===== config.mk =====
export PLATFORM = sky130hd
export DESIGN_NAME = nae_ctrl
export DESIGN_NICKNAME = d
export VERILOG_FILES = /design/src/nae_pkg.sv /design/src/nae_ctrl.sv
export SDC_FILE = /design/constraint.sdc
export NUM_CORES = 1
export LEC_CHECK = 0
export CORE_ASPECT_RATIO = 1.1
export CORE_MARGIN = 3
export CORE_UTILIZATION = 56
export DETAILED_ROUTE_END_ITERATION = 10
export DONT_BUFFER_PORTS = 1
export PLACE_DENSITY = 0.71
export SYNTH_ARGS = -nofsm -noshare
export SYNTH_HDL_FRONTEND = slang
export SYNTH_SLANG_ARGS = --single-unit

===== constraint.sdc =====
create_clock -name clock -period 3.2 [get_ports clock]
set_input_delay 0 -clock clock [delete_from_list [all_inputs] [get_ports clock]]
set_output_delay 0 -clock clock [all_outputs]
set_load 0.02 [all_outputs]

===== src/nae_pkg.sv =====
`default_nettype none
package nae_pkg;

   localparam logic [2:0] OP_WR_FEATURE = 3'd0;
   localparam logic [2:0] OP_WR_BIAS    = 3'd1;
   localparam logic [2:0] OP_WR_OUTPUT  = 3'd2;
   localparam logic [2:0] OP_RESET_ACC  = 3'd3;
   localparam logic [2:0] OP_ADD_PIECE  = 3'd4;
   localparam logic [2:0] OP_REM_PIECE  = 3'd5;
   localparam logic [2:0] OP_EVALUATE   = 3'd6;
   localparam logic [2:0] OP_UNUSED     = 3'd7;

   localparam logic [2:0] CSR_OUTPUT_BIAS  = 3'd0;
   localparam logic [2:0] CSR_CLIP_CEILING = 3'd1;
   localparam logic [2:0] CSR_OUTPUT_QUANT = 3'd2;
   localparam logic [2:0] CSR_EVAL_SCALE   = 3'd3;
   localparam logic [2:0] CSR_EVAL_LIMIT   = 3'd4;

   localparam logic [15:0] RST_OUTPUT_BIAS  = 16'd0;
   localparam logic [14:0] RST_CLIP_CEILING = 15'd255;
   localparam logic [14:0] RST_OUTPUT_QUANT = 15'd64;
   localparam logic [15:0] RST_EVAL_SCALE   = 16'd400;
   localparam logic [14:0] RST_EVAL_LIMIT   = 15'd9999;

   localparam int          FEATURE_ROWS = 768;
   localparam logic [5:0]  MIRROR       = 6'd56;
   localparam logic [2:0]  PIECE_KINDS  = 3'd6;
   localparam int          DIV_W        = 50;
   localparam int          DVS_W        = 30;

   typedef struct packed {
      logic ld;
      logic setup;
      logic issue;
      logic pass;
      logic div_start;
      logic div_sel;
      logic mul;
      logic fin;
   } nae_cmd_type;

   typedef struct packed {
      logic [2:0] op;
      logic       piece_ok;
      logic       div_busy;
      logic       div_done;
   } nae_stat_type;

endpackage
`default_nettype wire


===== src/nae_ctrl.sv =====
`default_nettype none
module nae_ctrl #(
   parameter int HIDDEN = 128
) (
   input  wire logic                      clock,
   input  wire logic                      reset,
   input  wire logic                      req_valid,
   output logic                           req_stall,
   output logic                           rsp_valid,
   input  wire logic                      rsp_stall,
   input  wire nae_pkg::nae_stat_type     stat,
   output nae_pkg::nae_cmd_type           cmd,
   output logic [$clog2(HIDDEN)-1:0]      sweep_lane
);
   localparam int LW = $clog2(HIDDEN);

   localparam logic [3:0] S_IDLE  = 4'd0;
   localparam logic [3:0] S_SETUP = 4'd1;
   localparam logic [3:0] S_SWEEP = 4'd2;
   localparam logic [3:0] S_DRAIN = 4'd3;
   localparam logic [3:0] S_DIV1S = 4'd4;
   localparam logic [3:0] S_DIV1W = 4'd5;
   localparam logic [3:0] S_MUL   = 4'd6;
   localparam logic [3:0] S_DIV2S = 4'd7;
   localparam logic [3:0] S_DIV2W = 4'd8;
   localparam logic [3:0] S_FIN   = 4'd9;
   localparam logic [3:0] S_OUT   = 4'd10;

   logic [3:0]    state_ff, state_in;
   logic [LW-1:0] lane_ff, lane_in;
   logic          pass_ff, pass_in;
   logic [1:0]    drain_ff, drain_in;

   always_comb begin
      state_in  = state_ff;
      lane_in   = lane_ff;
      pass_in   = pass_ff;
      drain_in  = drain_ff;
      cmd       = '0;
      cmd.pass  = pass_ff;
      req_stall = 1'b1;
      rsp_valid = 1'b0;
      case (state_ff)
         S_IDLE: begin
            req_stall = 1'b0;
            if (req_valid) begin
               cmd.ld   = 1'b1;
               state_in = S_SETUP;
            end
         end
         S_SETUP: begin
            cmd.setup = 1'b1;
            lane_in   = '0;
            pass_in   = 1'b0;
            drain_in  = '0;
            case (stat.op)
               nae_pkg::OP_RESET_ACC,
               nae_pkg::OP_EVALUATE:  state_in = S_SWEEP;
               nae_pkg::OP_ADD_PIECE,
               nae_pkg::OP_REM_PIECE: state_in = stat.piece_ok ? S_SWEEP : S_IDLE;
               default:               state_in = S_IDLE;
            endcase
         end
         S_SWEEP: begin
            cmd.issue = 1'b1;
            if (lane_ff == LW'(HIDDEN - 1)) begin
               lane_in = '0;
               if (pass_ff || stat.op == nae_pkg::OP_RESET_ACC) state_in = S_DRAIN;
               else pass_in = 1'b1;
            end else begin
               lane_in = lane_ff + 1'b1;
            end
         end
         S_DRAIN: begin
            drain_in = drain_ff + 1'b1;
            if (drain_ff == 2'd3)
               state_in = (stat.op == nae_pkg::OP_EVALUATE) ? S_DIV1S : S_IDLE;
         end
         S_DIV1S: begin
            cmd.div_start = 1'b1;
            state_in      = S_DIV1W;
         end
         S_DIV1W: begin
            if (stat.div_done) state_in = S_MUL;
         end
         S_MUL: begin
            cmd.mul  = 1'b1;
            state_in = S_DIV2S;
         end
         S_DIV2S: begin
            cmd.div_start = 1'b1;
            cmd.div_sel   = 1'b1;
            state_in      = S_DIV2W;
         end
         S_DIV2W: begin
            if (stat.div_done) state_in = S_FIN;
         end
         S_FIN: begin
            cmd.fin  = 1'b1;
            state_in = S_OUT;
         end
         S_OUT: begin
            rsp_valid = 1'b1;
            if (!rsp_stall) state_in = S_IDLE;
         end
         default: state_in = S_IDLE;
      endcase
   end

   always_ff @(posedge clock) begin
      if (reset) begin
         state_ff <= S_IDLE;
         lane_ff  <= '0;
         pass_ff  <= 1'b0;
         drain_ff <= '0;
      end else begin
         state_ff <= state_in;
         lane_ff  <= lane_in;
         pass_ff  <= pass_in;
         drain_ff <= drain_in;
      end
   end

   assign sweep_lane = lane_ff;

endmodule
`default_nettype wire


==> results by group <==
Clock network
  – Clk_lat worst skew: 0.27 ns
  – CTS buffer count: 3
  – CTS tree: built
  – Clock Sinks: 14
  – Htree depth: 1
  – Root buf cell: clkbuf_4
  – Setup bufs post-CTS: 0
  – Reg clk slew, reported paths: 0.08 ns
  – CTS Buffer Depth: 2

Route
  – Initial drt markers: 25
  – Drc violations: 0
  – Avg Vias per Cell: 6.64
  – Vias after detailed routing: 876
  – Routed WL: 2080 um
  – Wire per inst: 15.8 um
  – TritonRoute pass-1 iters: 4
  – Antenna Nets Post-Route: 0

Floorplanning
  – Starting density of the core: 63.6%
  – Core Area: 1450 um2
  – Die ar.: 2180 um2
  – Die height: 48.6 um
  – Row cnt: 14
  – Die Wd: 44.7 um
  – IO Pins: 27

Synth
  – Synth async-reset ratio: 0%
  – Yosys cell types: 43
  – Main combinational cell family by area after synthesis: simple AND/OR/NAND/NOR gates
  – Synth area leader: dfxtp_1
  – Sequential fraction of the synthesis area: 30.3%
  – Post-Syn Area: 925 um2
  – Synthesized flop and latch total: 14
  – Synth warnings: 0
  – Area share of fa/ha/maj cells after synthesis: 2.71%
  – Avg Inst Size Synth: 7.97 um2
  – Post-synth top area share: 30.3%
  – Number of synthesized flops with an enable pin: 0
  – Xor/xnor share of the synthesized area: 0%
  – Post-Syn Instances: 116
  – Mapped Nets: 128
  – Mux share of post-synthesis cell area: 3.38%
  – Simple-gate share of the synthesized area: 36.3%
  – Synth Area in Compound Gates: 23.1%
  – Ys flop type: dfxtp_1
  – Largest cells by area after synthesis: dfxtp_1 (30%), nor2_1 (6.5%), a21oi_1 (4.9%)

Place
  – Detail Placement HPWL: 1490 um
  – Placer congestion estimate: 0.847
  – Dpl cells: 125
  – Port bufs: 0

Global route
  – Largest net degree at the start of global routing: 17
  – Antenna violations before repair: 0
  – Overflow after GRT: 0
  – GRT Util Overall: 19.8%
  – Vias in the first global route: 791
  – First-pass GRT wire length: 3350 um

Critical path
  – Crit path DAT: 2.19 ns
  – CP endpoint kind: register
  – Critical path type: reg -> reg
  – Worst path required time: 3.37 ns
  – Max FO, Critical Path: 5
  – Nature of the critical path startpoint: register

STA
  – Post-layout min period: 2.02 ns
  – Final setup TNS: 0 ns
  – Clk_skew: 0.000484 ns
  – Fmax: 0.496 GHz
  – Max-Slew Margin vs Limit: 50.8%
  – Final number of setup-violating endpoints: 0
  – Fin. Hold Viols: 0
  – Unrepaired setup endpoints after global routing: no
  – Final worst-path cycle share: 63.0%
  – Slew Limit Fails: 0
  – Measured slew at the worst slew-check pin: 0.732 ns

Layout
  – Finished Layout Cells: 132
  – Most common cell after layout, fill and taps aside: nor2_1
  – P&R area growth vs syn: 5.55%
  – Final #Nets: 129
  – Ant. Diodes: 0
  – Post-layout util: 67.1%
  – Most frequent cells in the layout: nor2_1 (16), dfxtp_1 (14), a21oi_1 (9)
  – Share of cells above drive strength 1: 10.3%

Power
  – Leakage power total: 0.349 nW
  – VDD IR max: 332 uV
  – Pwr per Cell Area: 690 nW/um2

Worst hold path
  – Hold WC Path Type: in -> reg

Status
  – Run status: completed

Flow run
  – Max Cap Viol: 0
area by class of cell:
type,count,area (um2)
Sequential cell,14,280
Clock buffer,4,36.3
Timing Repair Buffer,3,30.0
Inverter,1,3.75
Multi-Input combinational cell,94,606
Tap cell,16,20.0
Fill cell,140,478
worst max-delay path, stage by stage, from the launching register on:
cell,delay (ns)
dfxtp_1,0.53
ha_1,0.30
and4_1,0.31
o211ai_1,0.12
a211o_1,0.36
o31a_1,0.29
state kept, by name, indices dropped and copies added, names as in the netlist:
register	cells
state_ff	4
sweep_lane	7
pass_ff	1
drain_ff	2
path summary, 6_finish.rpt:
check | endpoint | depth (start not counted) | slack (ns) | startpoint
worst max-delay path | state_ff[1] | 5 | 1.18 | sweep_lane[0]
worst min-delay path | state_ff[1] | 3 | 0.09 | stat[0]
worst max register to register | state_ff[1] | 5 | 1.18 | sweep_lane[0]
worst min register to register | drain_ff[1] | 2 | 0.47 | drain_ff[1]
kinds of logic (layout without fill, tap and decap cells):
| group | Yosys count | in the layout |
|---|---|---|
| AO/OA/AOI/OAI | 30 | 30 |
| adder cells (fa/ha/maj) | 2 | 2 |
| flip-flops | 14 | 14 |
| AND/OR/NAND/NOR | 59 | 59 |
| buffers and inverters | 8 | 8 |
| multiplexers | 3 | 3 |
metal layers:
metal	wire, um	GRT usage [%]	up-vias	part of all wire [%]
met1	892	22.9	413	43
met3	152	5.56	4	7.3
met4	28	9.05	0	1.3
li1	-	-	428	-
met2	1010	32.3	31	48
met5	0	0	-	0
stage by stage:
stage	hold slack [ns]	power, W	instance area (um2)	setup WS [ns]
floorplan	0.0721	0.000518	925	1.36
CTS	0.0708	0.000678	976	1.20
detailed placement	0.0767	0.000546	910	1.21
global route	0.0727	0.000724	976	1.13
global placement	0.0710	0.000542	910	1.25
finish	0.0857	0.000673	976	1.18
report_power, final:
group	switching [W]	leakage, nW	internal, W	total, W
logic	0.000174	0.214	0.000105	0.000279
registers	0.0000684	0.114	0.000200	0.000269
clock network	0.0000558	0.0210	0.0000691	0.000125
Yosys cell counts, drive strengths merged (2+ instances only):
| library cell | n |
|---|---|
| a21oi | 10 |
| a311oi | 2 |
| a41oi | 2 |
| and2 | 2 |
| and3 | 2 |
| buf | 3 |
| clkbuf | 4 |
| dfxtp | 14 |
| ha | 2 |
| mux2i | 2 |
| nand2 | 8 |
| nand2b | 7 |
| nand3 | 2 |
| nand3b | 3 |
| nand4 | 2 |
| nand4b | 2 |
| nor2 | 16 |
| nor2b | 4 |
| nor3 | 4 |
| o21ai | 6 |
what timing repair did:
action | 4_1_cts | 5_1_grt
endpoints found under the hold margin | 14 | 0
hold buffers | 3 | 0
resized for setup | 0 | 0
Power figures use the tool's default switching activity.
